`src/rtl/d8_upstream_watershed_unit_macros.svh`:
```
// ----------------------------------------------------------------------------
// d8 upstream watershed unit: assertion macros
// Shared concurrent assertion forms clocked on clk, disabled during reset.
// ----------------------------------------------------------------------------
`ifndef D8_UPSTREAM_WATERSHED_UNIT_MACROS_SVH
`define D8_UPSTREAM_WATERSHED_UNIT_MACROS_SVH

// property must hold at every clock edge out of reset
`define D8UW_ASSERT(lbl, prop) \
	lbl: assert property (@(posedge clk) disable iff (!arst_n) prop) \
		else $error("d8uw: assertion failed");

// condition must never be seen at a clock edge out of reset
`define D8UW_NEVER(lbl, cond) \
	lbl: assert property (@(posedge clk) disable iff (!arst_n) !(cond)) \
		else $error("d8uw: forbidden condition seen");

`endif

```
`src/rtl/d8uw_pkg.sv`:
```
`timescale 1ns / 1ps
// ----------------------------------------------------------------------------
// d8uw_pkg
// Types, codes and neighbor tables of the D8 upstream watershed unit.
// ----------------------------------------------------------------------------
package d8uw_pkg;

	localparam int MAX_SIDE  = 256;
	localparam int MAX_CELLS = 65536;
	localparam int CELL_W    = 16;
	localparam int SIDE_W    = 9;
	localparam int COORD_W   = 8;
	localparam int CODE_W    = 8;
	localparam int COUNT_W   = 17;
	localparam int EPOCH_W   = 4;

	typedef enum logic [1:0] {
		KIND_LOAD   = 2'd0,
		KIND_RUN    = 2'd1,
		KIND_READ   = 2'd2,
		KIND_UNUSED = 2'd3
	} kind_t;

	localparam logic CFG_GRID_WIDTH  = 1'b0;
	localparam logic CFG_GRID_HEIGHT = 1'b1;

	typedef enum logic [3:0] {
		ST_CLR,
		ST_IDLE,
		ST_READ,
		ST_DIV,
		ST_POUR,
		ST_DEQ,
		ST_QWAIT,
		ST_NB,
		ST_DONE
	} state_t;

	// neighbor order E, SE, S, SW, W, NW, N, NE (bit k = neighbor k)
	localparam logic [7:0] NB_XP = 8'b1000_0011;
	localparam logic [7:0] NB_XM = 8'b0011_1000;
	localparam logic [7:0] NB_YP = 8'b0000_1110;
	localparam logic [7:0] NB_YM = 8'b1110_0000;
	localparam logic [CODE_W-1:0] NB_CODE [8] = '{
		8'd16, 8'd32, 8'd64, 8'd128, 8'd1, 8'd2, 8'd4, 8'd8
	};

	typedef struct packed {
		logic               valid;
		logic [CELL_W-1:0]  index;
		logic [COORD_W-1:0] row;
		logic [COORD_W-1:0] col;
		logic [CODE_W-1:0]  code;
	} nbr_t;

endpackage

```
`src/rtl/d8uw_nbr.sv`:
```
`timescale 1ns / 1ps
// ----------------------------------------------------------------------------
// d8uw_nbr
// Neighbor k of the current cell: grid bounds check, linear index, the
// neighbor's coordinates and the code that points back at the cell.
// ----------------------------------------------------------------------------
module d8uw_nbr (
	input  logic [d8uw_pkg::COORD_W-1:0] row,
	input  logic [d8uw_pkg::COORD_W-1:0] col,
	input  logic [d8uw_pkg::CELL_W-1:0]  base,
	input  logic [2:0]                   k,
	input  logic [d8uw_pkg::SIDE_W-1:0]  width,
	input  logic [d8uw_pkg::SIDE_W-1:0]  height,
	output d8uw_pkg::nbr_t               nbr
);

	logic                        xp, xm, yp, ym;
	logic [d8uw_pkg::SIDE_W-1:0] col_inc, row_inc;
	logic [d8uw_pkg::CELL_W:0]   sum;

	always_comb begin
		xp = d8uw_pkg::NB_XP[k];
		xm = d8uw_pkg::NB_XM[k];
		yp = d8uw_pkg::NB_YP[k];
		ym = d8uw_pkg::NB_YM[k];
		col_inc = {1'b0, col} + 9'd1;
		row_inc = {1'b0, row} + 9'd1;
		nbr.valid = !(xp && col_inc >= width) && !(xm && col == '0)
			&& !(yp && row_inc >= height) && !(ym && row == '0);
		sum = {1'b0, base};
		if (yp) begin
			sum = sum + {8'd0, width};
		end else if (ym) begin
			sum = sum - {8'd0, width};
		end
		if (xp) begin
			sum = sum + 17'd1;
		end else if (xm) begin
			sum = sum - 17'd1;
		end
		nbr.index = sum[d8uw_pkg::CELL_W-1:0];
		nbr.row = yp ? row + 8'd1 : (ym ? row - 8'd1 : row);
		nbr.col = xp ? col + 8'd1 : (xm ? col - 8'd1 : col);
		nbr.code = d8uw_pkg::NB_CODE[k];
	end

endmodule
```
`config.mk`:
```
export PLATFORM = sky130hd
export DESIGN_NAME = d8uw_nbr
export DESIGN_NICKNAME = d
export VERILOG_FILES = /design/src/rtl/d8_upstream_watershed_unit_macros.svh /design/src/rtl/d8uw_pkg.sv /design/src/rtl/d8uw_nbr.sv
export SDC_FILE = /design/constraint.sdc
export NUM_CORES = 1
export LEC_CHECK = 0
export BUFFER_PORTS_ARGS = -buffer_cell sky130_fd_sc_hd__clkbuf_2
export CELL_PAD_IN_SITES_DETAIL_PLACEMENT = 1
export CELL_PAD_IN_SITES_GLOBAL_PLACEMENT = 1
export CORE_UTILIZATION = 35
export DETAILED_ROUTE_END_ITERATION = 10
export PLACE_DENSITY_LB_ADDON = 0.15
export RECOVER_POWER = 100
export SYNTH_ARGS = -nofsm -noshare
export SYNTH_HDL_FRONTEND = slang
export SYNTH_SLANG_ARGS = --single-unit
```
`constraint.sdc`:
```
create_clock -name vclk -period 4.3
set_clock_uncertainty 0.2 [all_clocks]
set_input_delay 0.43 -clock vclk [all_inputs]
set_output_delay 0.43 -clock vclk [all_outputs]
set_load 0.01 [all_outputs]
```
==> flow_results.org, run 1 <==
** Pwr
- Register share of total power :: 0%
- Leakage component of the power :: 1.72 nW
- For this design the total switching power over the nets is 0.302 mW.
- Switching power as a share of total power :: a little under 60%
- VDD IR-drop max :: between 0.06 and 0.07 mV
- In this run, the combinational gates consume 100.0% of the power.
- Power share of the clock group :: 0%
- In this run the power density over the cells is 134 nW/µm².
- Cell-internal power :: 0.205 mW

** Yosys
- Gate count after technology mapping :: 433
- The biggest area contributor in the post-synthesis netlist is sky130_fd_sc_hd__ha_1.
- Most used standard cells in the synthesized netlist :: sky130_fd_sc_hd__ha_1 (45), sky130_fd_sc_hd__nor2_1 (37), sky130_fd_sc_hd__inv_1 (33), sky130_fd_sc_hd__nand2_1 (30), sky130_fd_sc_hd__xnor2_1 (30)
- After synthesis the cells add up to 3100 µm².
- Of the post-synthesis cell area, the dominant cell type holds 18.2%.
- Net count after synthesis :: 533
- Synth warn :: 0
- Summing the sequential cell areas from Yosys gives 0% of the chip area.
- Most frequent cell after synthesis :: sky130_fd_sc_hd__ha_1
- After synthesis, the cell types taking the most area are sky130_fd_sc_hd__ha_1 (18%), sky130_fd_sc_hd__xnor2_1 (8.5%), sky130_fd_sc_hd__xor2_1 (4.8%).
- Distinct cell type count after synthesis :: 78
- Synth Area per Inst :: slightly above 7 µm²

** Setup path
- Slowest stage cell on the critical path :: sky130_fd_sc_hd__or4b_4
- Required @ worst endpoint :: 3.67 ns
- Data arrives at the worst endpoint at 3.48 ns.
- In this run the worst path has a maximum fanout of 3.
- CP cell instances :: clkbuf_2 -> inv_1 -> ha_1 -> inv_1 -> fa_2 -> a21o_1 -> a211oi_2 -> or3_1 -> a31oi_1 -> nor3_2 -> and4_1 -> or4b_4 -> o32ai_2 -> xnor2_1 -> clkbuf_2
- Top cell family by delay on the critical path :: simple AND/OR/NAND/NOR gates
- STA classifies the critical path startpoint as a primary input.
- The number of buffers and inverters on the critical path is 4.
- For this run, the slowest stage of the critical path takes just under 0.5 ns.
- STA classifies the critical path endpoint as an output pin.
- Startpoint-to-endpoint class of the critical path :: primary input to output pin

** Layout
- Filler Cells Inserted :: around 1100
- Register area :: 0 µm²
- Growth of design area from synthesis to finish :: 22.2%
- There are 0 flip-flops and latches.
- Share of post-route cells with drive strength above 1 :: approximately 23%
- The repair_antennas step left the layout with diodes totalling 0.
- Non-filler instance count after layout :: 631
- Counting the clock-network buffers in the layout gives 0.
- The final layout contains 628 nets.

** Placed design
- Pre-CTS setup slack :: -0.00520 ns
- Final HPWL DP :: 8970 µm
- In this run, placement finished with an instance count of 631.
- Buffers on Ports :: 94
- Final estimated routing congestion in global placement :: 0.865

** STA
- Final period util :: 95.5%
- Setup violations remaining at the end of the flow were counted as 0.
- Unrepaired setup endpoints after global routing :: false
- Setup total negative slack on the finished layout was measured at 0 ns.
- Max-slew headroom :: 51.0%
- Count of pins over their slew limit :: 0
- Fmax :: 243 MHz
- After layout, the worst setup slack is around 0.19 ns.
- Across all hold checks on the routed design, the worst slack comes to 0.998 ns.
- The count of endpoints failing hold in the final timing report is 0.
- Minimum clock period :: between 4 and 5 ns
- For the pin with the worst max-slew slack, the measured transition is roughly 0.74 ns.

** Route
- The first detailed-routing pass ran for 4 iterations.
- Uppermost layer routed :: met4
- Routed length per placed instance :: 16.9 µm
- Post-DRT Antenna Nets :: 0
- For this block, the via count after detailed routing is 3580.
- Starting DRC count in detailed routing :: 61
- Post-Route WL :: 10700 µm
- In the routed layout, each cell is associated on average with a via count of 5.67.
- Detail Route met2 WL :: 5460 µm
- Total met3 wirelength after detailed routing :: ~240 µm
- Post-route met1 wirelength :: 4790 µm
- For this run, design rule violations remaining after detail routing come to 0.

** Global route
- For this run the aggregate overflow at the end of global routing stands at 0.
- The initial antenna violation count is 0.
- Global routing used 23.1% of the available tracks across all layers.
- Entering global routing, the biggest net connects 16 pins.
- The first global-routing pass estimated about 17000 µm of wire.
- The number of global-route vias before repair is 3547.

** Die
- The core region is around 8400 µm².
- Once the floorplan was initialized, standard cells occupied between 30% and 40% of the core.
- Die span in y :: 96.1 µm
- Die area :: 9240 µm²
- Std-Cell Rows :: 33
- The die is 96.1 µm wide.
- For this design the top-level I/O count stands at 94.

** Status
- Run status :: finished clean

** Worst hold path
- In this run the worst hold path is classified as primary input to output pin.

** Job
- The tool flagged a number of max-cap violations equal to 0.
## kinds of logic (layout without fill, tap and decap cells)
kind of cell / count (synthesis) / after routing / synth area share, %
AO/OA/AOI/OAI: 118 / 118 / 29.4
XOR/XNOR: 48 / 48 / 13.8
adder cells (fa/ha/maj): 47 / 47 / 19.5
buffers and inverters: 51 / 144 / 7.02
multiplexers: 2 / 2 / 1.05
AND/OR/NAND/NOR: 167 / 167 / 29.2
## what timing repair did
action                                  CTS  global route
hold buffers                              0             0
endpoints found under the setup margin    2             6
buffers inserted                          0             0
resized for setup                         1            20
gates cloned                              0             0
endpoints found under the hold margin     0             0
## metrics by stage
stage	instance area (µm²)	utilization [%]	power (mW)
after floorplan	3100	-	0.322
after global placement	3730	44.5	0.481
after detailed placement	3730	44.5	0.495
after CTS	3730	44.5	0.499
after global routing	3790	45.2	0.562
final	3790	45.2	0.507
## routing by layer
metal,global-route usage [%],up-vias
met5,0,-
met4,5.22,0
met3,0.790,15
met2,43.3,76
met1,28.8,1707
li1,-,1782
## cells in the final DEF (no fill, tap or decap), types with 5 or more instances in the layout
master,n
sky130_fd_sc_hd__clkbuf_1,32
sky130_fd_sc_hd__ha_1,43
sky130_fd_sc_hd__xnor2_1,30
sky130_fd_sc_hd__nor2b_1,5
sky130_fd_sc_hd__nand2_1,30
sky130_fd_sc_hd__nand3_1,16
sky130_fd_sc_hd__a21o_1,12
sky130_fd_sc_hd__nand2b_1,9
sky130_fd_sc_hd__inv_1,33
sky130_fd_sc_hd__a21oi_1,16
sky130_fd_sc_hd__nor3_1,17
sky130_fd_sc_hd__xor2_1,17
sky130_fd_sc_hd__buf_4,10
sky130_fd_sc_hd__o21ai_0,21
sky130_fd_sc_hd__or3_1,6
sky130_fd_sc_hd__a31o_2,5
sky130_fd_sc_hd__clkbuf_2,67
sky130_fd_sc_hd__a31oi_1,8
sky130_fd_sc_hd__nor2_1,37
sky130_fd_sc_hd__and3_1,9
## power by group through the flow
stage,Sequential [mW],Combinational (mW),Clock (mW)
2_1_floorplan,0,0.322,0
3_3_place_gp,0,0.481,0
3_5_place_dp,0,0.495,0
4_1_cts,0,0.499,0
5_1_grt,0,0.562,0
6_report,0,0.507,0
## final timing paths
path,cells after the start,from,end
max,15,base[0],nbr[38]
min,3,col[4],nbr[12]
## layout make-up
cell class / instances / area (µm²) / area share [%]
timing repair buffer: 109 / 531 / 14.0
multi-input combinational: 382 / 3000 / 79.1
inverter: 35 / 131 / 3.47
tap: 105 / 131 / 3.47
Power figures use the tool's default switching activity.
==> run 2: changes to the inputs <==
==> constraint.sdc (replaced) <==
create_clock -name vclk -period 4.3
set_clock_uncertainty 0.2 [all_clocks]
set_input_delay 0.215 -clock vclk [all_inputs]
set_output_delay 0.215 -clock vclk [all_outputs]
set_load 0.01 [all_outputs]
==> run 2 against run 1 <==
Effect of this change:
- first-iteration DRC count rose by 49%
- wire length decreased by 4.7%
- power shrank 7.3%
- hold slack lost 0.42 ns
- sequential share of layout area did not move
- utilization down 2.2 points
- setup slack improved by 0.22 ns
- die area stayed put
- fmax rose by 5.7%
- final cell count is 1.6% lower
- combinational power decreased by 7.3%
- highest routed layer unchanged
==> flow_results.org, run 2 (same netlist as run 1, synthesis figures left out) <==
** Status
- The flow ran to the end, and the final reports show no timing, DRC or antenna violations.

** Die
- The die outline area came to 9240 µm² (unchanged).
- The floorplan die width is 96.1 µm (unchanged).
- The core region area was 8380 µm² (unchanged).
- Std-Cell Rows :: 33 (unchanged)
- The starting utilization of the core area came to 37.0% (unchanged).
- The vertical die dimension came to 96.1 µm (unchanged).
- The top-level port count is 94 (unchanged).

** Pwr
- Leakage component of the power :: 1.65 nW (-4.2%)
- The peak ir drop on the vdd network came to 0.0507 mV (-17%).
- The power per cell area was 130 nW/µm² (-2.6%).

** STA
- The clock period minus worst slack was 3.89 ns (-0.222 ns).
- Setup repair after global routing left no endpoint under its margin.
- Actual transition at the worst max-transition pin :: 0.724 ns (-0.0117 ns)
- The final clock period utilization by the worst path is 90.4% (-5.2 points).
- Final hold violation count :: 0 (unchanged)
- The peak clock frequency supported by timing was 257 MHz (+5.7%).
- The total count of max-transition violations in the final report was 0 (unchanged).
- Max-slew headroom :: 51.7% (+0.78 points)
- The final-layout setup total negative slack came to 0 ns (unchanged).
- The worst hold margin is 0.580 ns (-0.418 ns).
- Setup-violating endpoint count in the final report :: 0 (unchanged)

** Route
- Post-Route WL :: 10200 µm (-4.7%)
- Number of detailed-route iterations in the first pass :: 4 (unchanged)
- The total via count in the routed design is 3521 (-1.6%).
- The count of nets left with antenna violations after detail routing came to 0 (unchanged).
- Routed length per placed instance :: 16.4 µm (-3.1%)
- DR vias/cell :: 5.67 (about the same)
- Starting DRC count in detailed routing :: 91 (+49%)
- DRC viols :: 0 (unchanged)

** Layout
- Register area :: 0 µm² (unchanged)
- Ant. Diodes :: 0 (unchanged)
- The count of non-filler cells in the finished layout is 621 (-1.6%).
- Compared with the post-synthesis result, the final layout area differs by 16.3%.
- The share of post-route cells with drive strength above 1 is 18.8% (-4.4 points).
- Most frequent standard cell in the layout excluding fill and tap cells :: sky130_fd_sc_hd__clkbuf_2
- In the layout the commonest cells are sky130_fd_sc_hd__clkbuf_2 (63), sky130_fd_sc_hd__ha_1 (45), sky130_fd_sc_hd__nor2_1 (37).
- The sequential cell count came to 0 (unchanged).
- The final net count is 618 (-1.6%).
- Filler Cells Inserted :: 1133 (+0.44%)
- The clock tree buffer count of the final layout was 0 (unchanged).

** Setup path
- Crit path capture type :: output pin
- The worst-path maximum fanout is 7 (+4).
- The arrival time at the worst endpoint was 3.47 ns (about the same).
- Type of element launching the critical path :: primary input
- Required @ worst endpoint :: 3.88 ns (+0.21 ns)
- The setup path with the least slack is of type primary input to output pin.

** Global route
- Met2 usage :: 42.1% (-1.2 points)
- The met1 usage in global routing came to 28.1% (-0.67 points).
- The initial antenna violation count was 0 (unchanged).
- Met3 usage in global routing :: 0.632% (-0.16 points)
- Most congested layer reported by global routing :: met2
- Maximum number of pins on one net before global-route repair :: 21 (+5)
- Global-route wire length before repair :: 16500 µm (-2.7%)
- The total global routing overflow was 0 (unchanged).
- The overall track demand over capacity in global routing is 22.2% (-0.89 points).
- The number of global-route vias before repair was 3480 (-1.9%).

** Worst hold path
- Worst hold path startpoint :: row[6]
- Hold Path Class :: primary input to output pin
- The number of instances on the worst hold path came to 3 (unchanged).
- The path with the worst hold slack has its endpoint at nbr[22].

** Placed design
- The final weighted congestion of routability-driven global placement is 0.879 (+1.6%).
- The number of placed instances with taps included came to 621 (-1.6%).
- The half-perimeter wire length after detailed placement is 8710 µm (-2.8%).
- The number of buffers inserted by port buffering is 94 (unchanged).

** Clock tree
- # resized after CTS :: 0 (-1)
- The quantity of hold-fixing buffers added after cts was 0 (unchanged).
- Total setup buffers inserted after CTS :: 0 (unchanged)

** Job
- The number of max-cap violations came to 0 (unchanged).
[run 2: changes by cell type in the layout (fill, tap and decap cells not counted), sizes merged]
cell | before | now
buf | 10 | 4
clkbuf | 99 | 95
[run 2: worst max path at each step]
stage / start / to / slack, ns / cells past startpoint
6_report: base[0] / nbr[38] / 0.41 / 15
2_1_floorplan: base[0] / nbr[38] / 0.94 / 13
5_1_grt: base[0] / nbr[38] / 0.08 / 15
3_5_place_dp: base[0] / nbr[38] / 0.43 / 15
3_3_place_gp: width[4] / nbr[38] / 0.51 / 13
4_1_cts: base[0] / nbr[38] / 0.42 / 15
[run 2: critical path, stage by stage]
cell                       delay (ns)
sky130_fd_sc_hd__clkbuf_2        0.10
sky130_fd_sc_hd__inv_1           0.06
sky130_fd_sc_hd__ha_1            0.16
sky130_fd_sc_hd__inv_1           0.08
sky130_fd_sc_hd__fa_1            0.41
sky130_fd_sc_hd__and2_1          0.16
sky130_fd_sc_hd__or3_1           0.34
sky130_fd_sc_hd__a31oi_4         0.31
sky130_fd_sc_hd__inv_2           0.08
sky130_fd_sc_hd__nor3_1          0.20
sky130_fd_sc_hd__and4_1          0.25
sky130_fd_sc_hd__or4b_4          0.49
sky130_fd_sc_hd__o32ai_2         0.29
sky130_fd_sc_hd__xnor2_1         0.15
sky130_fd_sc_hd__clkbuf_1        0.17
[run 2: routing by layer]
layer  share of wire (%)  wire length (µm)
met1                  45              4590
met2                  51              5160
met3                 2.8               286
met4                 1.2               121
met5                   0                 0
[run 2: metrics by stage]
stage	util [%]	worst slack, ns	total power, mW	cell area, µm²
floorplan	-	0.943	0.322	3100
global placement	43.6	0.506	0.468	3650
detailed placement	43.6	0.428	0.480	3650
CTS	43.6	0.418	0.482	3650
global route	43.0	0.0770	0.521	3600
finish	43.0	0.415	0.470	3600
[run 2: area by class of cell]
class	instances	area [µm²]	share of cell area (%)
timing repair buffer	99	465	12.9
multi-input combinational	382	2880	79.8
inverter	35	131	3.64
tap	105	131	3.64
[run 2: report_power, final]
part | total [mW] | internal (mW) | switching, mW
sequential | 0 | 0 | 0
combinational | 0.470 | 0.188 | 0.282
clock | 0 | 0 | 0
